$ cat config.mk
export PLATFORM = sky130hd
export DESIGN_NAME = wildcard_byte_pattern_search
export DESIGN_NICKNAME = d
export VERILOG_FILES = /design/src/rtl/core/wbps_pkg.sv /design/src/rtl/core/wildcard_byte_pattern_search.sv
export SDC_FILE = /design/constraint.sdc
export NUM_CORES = 1
export LEC_CHECK = 0
export BUFFER_PORTS_ARGS = -buffer_cell sky130_fd_sc_hd__buf_4
export CORE_UTILIZATION = 35
export DETAILED_ROUTE_END_ITERATION = 8
export PLACE_DENSITY_LB_ADDON = 0.25
export SLEW_MARGIN = 20
export SYNTH_ARGS = -nofsm -noshare
export SYNTH_HDL_FRONTEND = slang
export SYNTH_SLANG_ARGS = --single-unit
$ cat constraint.sdc
create_clock -name clk -period 6.89 [get_ports clk]
set_clock_uncertainty 0.05 [all_clocks]
set_input_delay 0.689 -clock clk [delete_from_list [all_inputs] [get_ports clk]]
set_output_delay 0.689 -clock clk [all_outputs]
set_load 0.01 [all_outputs]
$ cat src/rtl/core/wbps_pkg.sv
// Shared constants for the wildcard byte pattern search block.
package wbps_pkg;

	// Default sizing of the search
	localparam int MAX_PATTERN_BYTES_DEF = 8;
	localparam int OFFSET_BITS_DEF       = 24;

	// Configuration port geometry: 64-bit registers at byte address 8*i
	localparam int CFG_DATA_W = 64;
	localparam int CFG_ADDR_W = 5;
	localparam int CFG_SEL_LO = 3;

	// Register indexes (paddr[4:3])
	localparam logic [1:0] REG_PATTERN_BYTES  = 2'd0;
	localparam logic [1:0] REG_PATTERN_CARE   = 2'd1;
	localparam logic [1:0] REG_PATTERN_LENGTH = 2'd2;

	// Fixed widths of the pattern registers and stream fields
	localparam int PAT_BYTES_W = 64;
	localparam int PAT_CARE_W  = 8;
	localparam int PAT_LEN_W   = 4;
	localparam int CODE_W      = 8;

endpackage

$ cat src/rtl/core/wildcard_byte_pattern_search.sv
// Top level of the wildcard byte pattern search: window, compare and result queue.
//
// Code bytes arrive on the s_ stream, one byte per item, with s_tlast on the final
// byte of a search. The pattern (up to MAX_PATTERN_BYTES bytes, each required or
// wildcard) is to be written through the APB port while the block is idle; the block
// does not enforce this. Pattern bytes at 0x00, care mask at 0x08, length at 0x10.
// Each search gives at most one result on the m_ stream: m_tuser high with the start
// offset of the first match in m_tdata, or m_tuser low with a zero offset when the
// final byte arrives without a match. Bytes after a match are consumed silently.
// Throughput: one byte per cycle while s_tready is high; the masked window compare
// and the offset arithmetic are combinational between the search state and the
// result register.
// A result register and a skid register sit on the output, so bytes keep being
// accepted while one result waits; s_tready drops only while both hold a result,
// and rises again once the receiver takes one.
// Reset clears the search state, the pattern registers and both result valid flags.
module wildcard_byte_pattern_search #(
	parameter int MAX_PATTERN_BYTES = wbps_pkg::MAX_PATTERN_BYTES_DEF,
	parameter int OFFSET_BITS       = wbps_pkg::OFFSET_BITS_DEF,
	localparam int OUT_DATA_W       = ((OFFSET_BITS + 7) / 8) * 8
) (
	input  logic                            clk,
	input  logic                            arst_n,
	// Code byte stream
	input  logic                            s_tvalid,
	output logic                            s_tready,
	input  logic [wbps_pkg::CODE_W-1:0]     s_tdata,   // [7:0] code_byte
	input  logic                            s_tlast,   // end_of_code
	// Result stream
	output logic                            m_tvalid,
	input  logic                            m_tready,
	output logic [OUT_DATA_W-1:0]           m_tdata,   // [OFFSET_BITS-1:0] match_offset, zero pad
	output logic                            m_tuser,   // [0] match_found
	// Configuration port
	input  logic                            psel,
	input  logic                            penable,
	input  logic                            pwrite,
	input  logic [wbps_pkg::CFG_ADDR_W-1:0] paddr,
	input  logic [wbps_pkg::CFG_DATA_W-1:0] pwdata,
	output logic [wbps_pkg::CFG_DATA_W-1:0] prdata,
	output logic                            pready
);

	localparam int SEEN_W = OFFSET_BITS + 1;
	localparam int LEN_W  = $clog2(MAX_PATTERN_BYTES + 1);
	localparam int IDX_W  = (MAX_PATTERN_BYTES > 1) ? $clog2(MAX_PATTERN_BYTES) : 1;

	// Pattern registers
	logic [wbps_pkg::PAT_BYTES_W-1:0] pattern_bytes_q;
	logic [wbps_pkg::PAT_CARE_W-1:0]  pattern_care_q;
	logic [wbps_pkg::PAT_LEN_W-1:0]   pattern_length_q;

	// Search state
	logic [wbps_pkg::CODE_W-1:0] window_q [MAX_PATTERN_BYTES];
	logic [SEEN_W-1:0]           seen_q;
	logic                        done_q;

	// Output queue: result register and skid register
	logic                   out_valid_q;
	logic                   out_found_q;
	logic [OFFSET_BITS-1:0] out_offset_q;
	logic                   skid_valid_q;
	logic                   skid_found_q;
	logic [OFFSET_BITS-1:0] skid_offset_q;

	// Datapath signals
	logic [wbps_pkg::CODE_W-1:0] new_window [MAX_PATTERN_BYTES];
	logic [SEEN_W-1:0]           new_seen;
	logic [SEEN_W-1:0]           start_off;
	logic [OFFSET_BITS-1:0]      start_off_sat;
	logic [LEN_W-1:0]            len_used;
	logic [IDX_W-1:0]            win_idx;
	logic                        bytes_hit;
	logic                        match;
	logic                        s_accept;
	logic                        m_pop;
	logic                        push;
	logic                        push_found;
	logic [OFFSET_BITS-1:0]      push_offset;
	logic                        cfg_write;
	logic [1:0]                  cfg_sel;

	assign pready    = 1'b1;
	assign cfg_sel   = paddr[wbps_pkg::CFG_ADDR_W-1:wbps_pkg::CFG_SEL_LO];
	assign cfg_write = psel && penable && pwrite && pready;

	// Write the pattern registers
	always_ff @(posedge clk or negedge arst_n) begin
		if (!arst_n) begin
			pattern_bytes_q  <= '0;
			pattern_care_q   <= '0;
			pattern_length_q <= '0;
		end else if (cfg_write) begin
			case (cfg_sel)
				wbps_pkg::REG_PATTERN_BYTES:  pattern_bytes_q  <= pwdata;
				wbps_pkg::REG_PATTERN_CARE:   pattern_care_q   <= pwdata[wbps_pkg::PAT_CARE_W-1:0];
				wbps_pkg::REG_PATTERN_LENGTH: pattern_length_q <= pwdata[wbps_pkg::PAT_LEN_W-1:0];
				default: ;
			endcase
		end
	end

	// Read back the pattern registers
	always_comb begin
		case (cfg_sel)
			wbps_pkg::REG_PATTERN_BYTES:  prdata = pattern_bytes_q;
			wbps_pkg::REG_PATTERN_CARE:   prdata = wbps_pkg::CFG_DATA_W'(pattern_care_q);
			wbps_pkg::REG_PATTERN_LENGTH: prdata = wbps_pkg::CFG_DATA_W'(pattern_length_q);
			default:                      prdata = '0;
		endcase
	end

	// Clamp the pattern length to the window depth
	always_comb begin
		if (pattern_length_q > wbps_pkg::PAT_LEN_W'(MAX_PATTERN_BYTES))
			len_used = LEN_W'(MAX_PATTERN_BYTES);
		else
			len_used = LEN_W'(pattern_length_q);
	end

	// Shift the new byte into the window, newest at entry 0
	always_comb begin
		new_window[0] = s_tdata;
		for (int j = 1; j < MAX_PATTERN_BYTES; j++)
			new_window[j] = window_q[j-1];
	end

	// Count bytes, holding at all ones
	assign new_seen = (seen_q != '1) ? seen_q + SEEN_W'(1) : seen_q;

	// Compare the cared pattern bytes against the window, oldest byte first
	always_comb begin
		bytes_hit = 1'b1;
		win_idx   = '0;
		for (int k = 0; k < MAX_PATTERN_BYTES; k++) begin
			if (LEN_W'(k) < len_used) begin
				win_idx = IDX_W'(len_used - LEN_W'(k) - LEN_W'(1));
				if (pattern_care_q[k] && (pattern_bytes_q[8*k +: 8] != new_window[win_idx]))
					bytes_hit = 1'b0;
			end
		end
	end

	assign match = (len_used != '0) && (new_seen >= SEEN_W'(len_used)) && bytes_hit;

	// Start offset, saturated to the offset width
	assign start_off     = new_seen - SEEN_W'(len_used);
	assign start_off_sat = start_off[SEEN_W-1] ? '1 : start_off[OFFSET_BITS-1:0];

	// Handshakes and the result of this byte
	assign s_tready    = !skid_valid_q;
	assign s_accept    = s_tvalid && s_tready;
	assign m_pop       = m_tvalid && m_tready;
	assign push        = s_accept && !done_q && (match || s_tlast);
	assign push_found  = match;
	assign push_offset = match ? start_off_sat : '0;

	// Advance the search state; clear it after the final byte
	always_ff @(posedge clk or negedge arst_n) begin
		if (!arst_n) begin
			for (int j = 0; j < MAX_PATTERN_BYTES; j++)
				window_q[j] <= '0;
			seen_q <= '0;
			done_q <= 1'b0;
		end else if (s_accept) begin
			if (s_tlast) begin
				for (int j = 0; j < MAX_PATTERN_BYTES; j++)
					window_q[j] <= '0;
				seen_q <= '0;
				done_q <= 1'b0;
			end else if (!done_q) begin
				for (int j = 0; j < MAX_PATTERN_BYTES; j++)
					window_q[j] <= new_window[j];
				seen_q <= new_seen;
				done_q <= match;
			end
		end
	end

	// Result register with skid stage behind it
	always_ff @(posedge clk or negedge arst_n) begin
		if (!arst_n) begin
			out_valid_q  <= 1'b0;
			skid_valid_q <= 1'b0;
		end else if (!out_valid_q || m_pop) begin
			if (skid_valid_q) begin
				out_valid_q  <= 1'b1;
				skid_valid_q <= 1'b0;
			end else begin
				out_valid_q <= push;
			end
		end else if (push) begin
			skid_valid_q <= 1'b1;
		end
	end

	// Result payload
	always_ff @(posedge clk) begin
		if (!out_valid_q || m_pop) begin
			if (skid_valid_q) begin
				out_found_q  <= skid_found_q;
				out_offset_q <= skid_offset_q;
			end else if (push) begin
				out_found_q  <= push_found;
				out_offset_q <= push_offset;
			end
		end else if (push) begin
			skid_found_q  <= push_found;
			skid_offset_q <= push_offset;
		end
	end

	assign m_tvalid = out_valid_q;
	assign m_tuser  = out_found_q;
	assign m_tdata  = OUT_DATA_W'(out_offset_q);

	// A held skid result always has a result in front of it
	a_skid_behind_out: assert property (@(posedge clk) disable iff (!arst_n)
		skid_valid_q |-> out_valid_q)
		else $error("skid register holds a result while the result register is empty");

	// No result once the search has already matched
	a_silent_after_match: assert property (@(posedge clk) disable iff (!arst_n)
		(s_accept && done_q) |-> !push)
		else $error("result pushed after a match was reported");

	// The final byte clears the search
	a_clear_on_last: assert property (@(posedge clk) disable iff (!arst_n)
		(s_accept && s_tlast) |=> (seen_q == '0 && !done_q))
		else $error("search state not cleared after the final byte");

	// A not-found result carries a zero offset
	a_not_found_zero: assert property (@(posedge clk) disable iff (!arst_n)
		(m_tvalid && !m_tuser) |-> (m_tdata == '0))
		else $error("not-found result with a nonzero offset");

	// A push while both result slots are full would lose a result
	a_no_overflow: assert property (@(posedge clk) disable iff (!arst_n)
		(out_valid_q && !m_pop && push) |-> !skid_valid_q)
		else $error("result pushed into a full output queue");

endmodule

==> flow_metrics.env <==
export IMPL_drc_errors=0
export IMPL_grt_setup_unrepaired="no"
export IMPL_layout_common_cells="buf_4, dfrtp_1, nor2_1, nand2_1, mux2i_1"
export IMPL_switching_share=0.3702
export IMPL_drive_gt1_frac=0.2571
export IMPL_async_reset_ff_frac=0.7619
export IMPL_synthCells=1341
export IMPL_synth_area_um2=13920
export IMPL_gp_congestion=0.9251
export IMPL_max_freq_mhz=178.3
export IMPL_wire_per_inst_um=20.93
export IMPL_syn2layout_area_growth_pct=18.57
export IMPL_syn_area_per_cell_um2=10.38
export IMPL_cts_hold_buf=0
export IMPL_start_util=0.3577
export IMPL_stdcell_count=1997
export IMPL_ys_warnings_count=0
export IMPL_vias=11370
export IMPL_crit_type="reg2reg"
export IMPL_core_area_um2=38920
export IMPL_syn_nets=1436
export IMPL_ant_nets=0
export IMPL_post_route_util=0.4242
export IMPL_ctsLongestPathBuffers=3
export IMPL_grtUsageTotal=0.2047
export IMPL_hold_path_class="in2async"
export IMPL_finalHoldViolCount=0
export IMPL_post_cts_buffers=0
export IMPL_n_fill_cell=3770
export IMPL_ys_seq_area_frac=0.3954
export IMPL_final_common_cell="buf_4"
export IMPL_ctsResizeCount=0
export IMPL_dpl_hpwl_um=29700
export IMPL_status="complete, no violations"
export IMPL_ys_types=75
export IMPL_final_min_clock_period_ns=5.609
export IMPL_cts_num_sinks=210
export IMPL_p_seq_frac=0.322
export IMPL_p_int_w=0.003220
export IMPL_clockPowerShare=0.278
export IMPL_synth_top_area_frac=0.2876
export IMPL_slew_limit_headroom=0.2587
export IMPL_seq_area_um2=5508
export IMPL_grt_max_degree=89
export IMPL_p_leak_nw=6.941
export IMPL_yosysTopAreaCell="dfrtp_1"
export IMPL_final_area_um2=16510
export IMPL_first_global_vias=10930
export IMPL_p_comb_frac=0.399
export IMPL_synth_edff_count=50
export IMPL_drt_first_pass_iters=7
export IMPL_cts_tree="built"
export IMPL_io_pins=177
export IMPL_endpoint_kind="register"
export IMPL_grt_pass1_wl_um=65560
export IMPL_die_height_um=201.4
export IMPL_nNetsFinal=1556
export IMPL_cp_max_fo=25
export IMPL_viasPerCell=5.695
export IMPL_clock_root_buffer="clkbuf_16"
export IMPL_synth_ff_type="dfrtp_1"
export IMPL_rows=72
export IMPL_wirelength_um=41790
export IMPL_power_switching_w=0.001893
export IMPL_finalPower_w=0.005113
export IMPL_cts_made_buffers=24
export IMPL_period_share=0.8141
export IMPL_io_buffers=172
export IMPL_multi_input_area_um2=7891
export IMPL_vdd_ir_drop_max_uv=151.1
export IMPL_setup_violations=0
export IMPL_drv_slew=0
export IMPL_die_width_um=201.4
export IMPL_critPathLaunchType="register"
export IMPL_dp_cells=1953
export IMPL_clock_latency_ns=0.55
export IMPL_max_cap_viol_count=0
export IMPL_dpl_cell_area_um2=15630
export IMPL_required_ns=7.04
export IMPL_synth_area_leaders="dfrtp_1, edfxtp_1, mux2i_1"
export IMPL_antenna_found_initial=1
export IMPL_grt_ovfl_total=0
export IMPL_path_clk_slew_ns=0.06
export IMPL_crit_arrival_ns=5.76
export IMPL_synth_seq_cells=210
export IMPL_tns_ns=0
export IMPL_htree_levels=1
export IMPL_drtIter0Drc=963
export IMPL_dieArea_um2=40580
export IMPL_p_per_area_nw_per_um2=309.8
export IMPL_tightestPinTransition_ns=1.105
export IMPL_r2r_cells=15
[cells in the mapped netlist (all sizes together), types with 7 or more instances]
master and count:
o21ai 62, mux4 31, mux2i 92, nor3 16, edfxtp 50, inv 24, o211ai 10, nand2 98
nor4 11, nor2 98, o22a 12, clkbuf 58, xnor2 54, nand4 18, and3b 9, a221oi 10
a22o 59, buf 45, o22ai 18, dfrtp 160, ha 9, o31ai 28, mux2 75, o221ai 12
a2bb2oi 9, and2 60, a211oi 13, nand2b 7, a21oi 26, nand3 23, and4 8, xor2 59
[sequential cells by signal, summed over array words and instances (netlist names)]
name and count:
new_window 56, pattern_bytes_q 64, pattern_care_q 8, skid_offset_q 24
m_tdata 24, m_tvalid 1, pattern_length_q 4, done_q 1
m_tuser 1, seen_q 25, skid_valid_q 1, skid_found_q 1
[power groups by stage]
stage	combinational, W	clock (W)	sequential (W)
after floorplan	0.00146	0	0.00159
after global placement	0.00201	0	0.00167
after detailed placement	0.00203	0	0.00167
after CTS	0.00204	0.00146	0.00165
after global routing	0.00221	0.00151	0.00167
final	0.00204	0.00142	0.00165
[metal layers]
| layer | global-route usage | vias up | part of all wire |
|---|---|---|---|
| li1 | - | 5260 | - |
| met1 | 0.2762 | 5648 | 0.43 |
| met2 | 0.3300 | 387 | 0.47 |
| met3 | 0.02932 | 77 | 0.056 |
| met4 | 0.08117 | 0 | 0.044 |
| met5 | 0 | - | 0 |
[metrics by stage]
step                      setup slack, ns  hold slack, ns
after global placement              1.419          0.4612
final                               1.281          0.1553
after CTS                           1.329          0.2059
after global routing                1.042          0.2303
after floorplan                    0.7862          0.3434
after detailed placement            1.359          0.4639
[critical path, stage by stage, from the launching register on]
cell,delay (ns)
dfrtp_1,0.35
buf_4,0.22
and2b_1,0.61
nand2_1,0.16
ha_1,0.73
inv_1,0.47
mux4_2,0.42
xor2_1,0.16
nor3_1,0.17
o2111ai_1,0.26
o21ai_0,0.31
o41ai_1,0.12
nor2_1,0.37
a31oi_1,0.24
nor4b_4,0.25
buf_4,0.36
[final timing paths]
check	from	to	slack, ns
max	pattern_length_q[3]	skid_offset_q[6]	1.28
min	arst_n	seen_q[13]	0.16
max reg2reg	pattern_length_q[3]	skid_offset_q[6]	1.28
min reg2reg	skid_offset_q[7]	m_tdata[7]	0.48
max in group asynchronous	arst_n	pattern_bytes_q[50]	5.14
min in group clk	pwdata[37]	pattern_bytes_q[37]	0.32
[area by class of cell]
class                      instances  area share
antenna                            1   0.0001516
clock buffer                      34     0.04298
clock inverter                     9     0.01001
inverter                          26    0.006064
multi-input combinational       1002      0.4781
sequential                       210      0.3337
tap                              518     0.03926
timing repair buffer             197     0.08982
[cells by family (layout without fill, tap and decap cells)]
group | count (synthesis) | in the layout | synth area share
buffers and inverters | 129 | 266 | 0.04098
other | 1 | 2 | 0.0002694
muxes | 198 | 198 | 0.1772
AOI/OAI and AO/OA | 302 | 302 | 0.1664
and+or+nand+nor | 378 | 378 | 0.1385
DFF | 210 | 210 | 0.3954
xor gates and xnor gates | 113 | 113 | 0.07163
adders and majority gates | 10 | 10 | 0.009527
No activity file was read; power rests on OpenSTA's default activity.
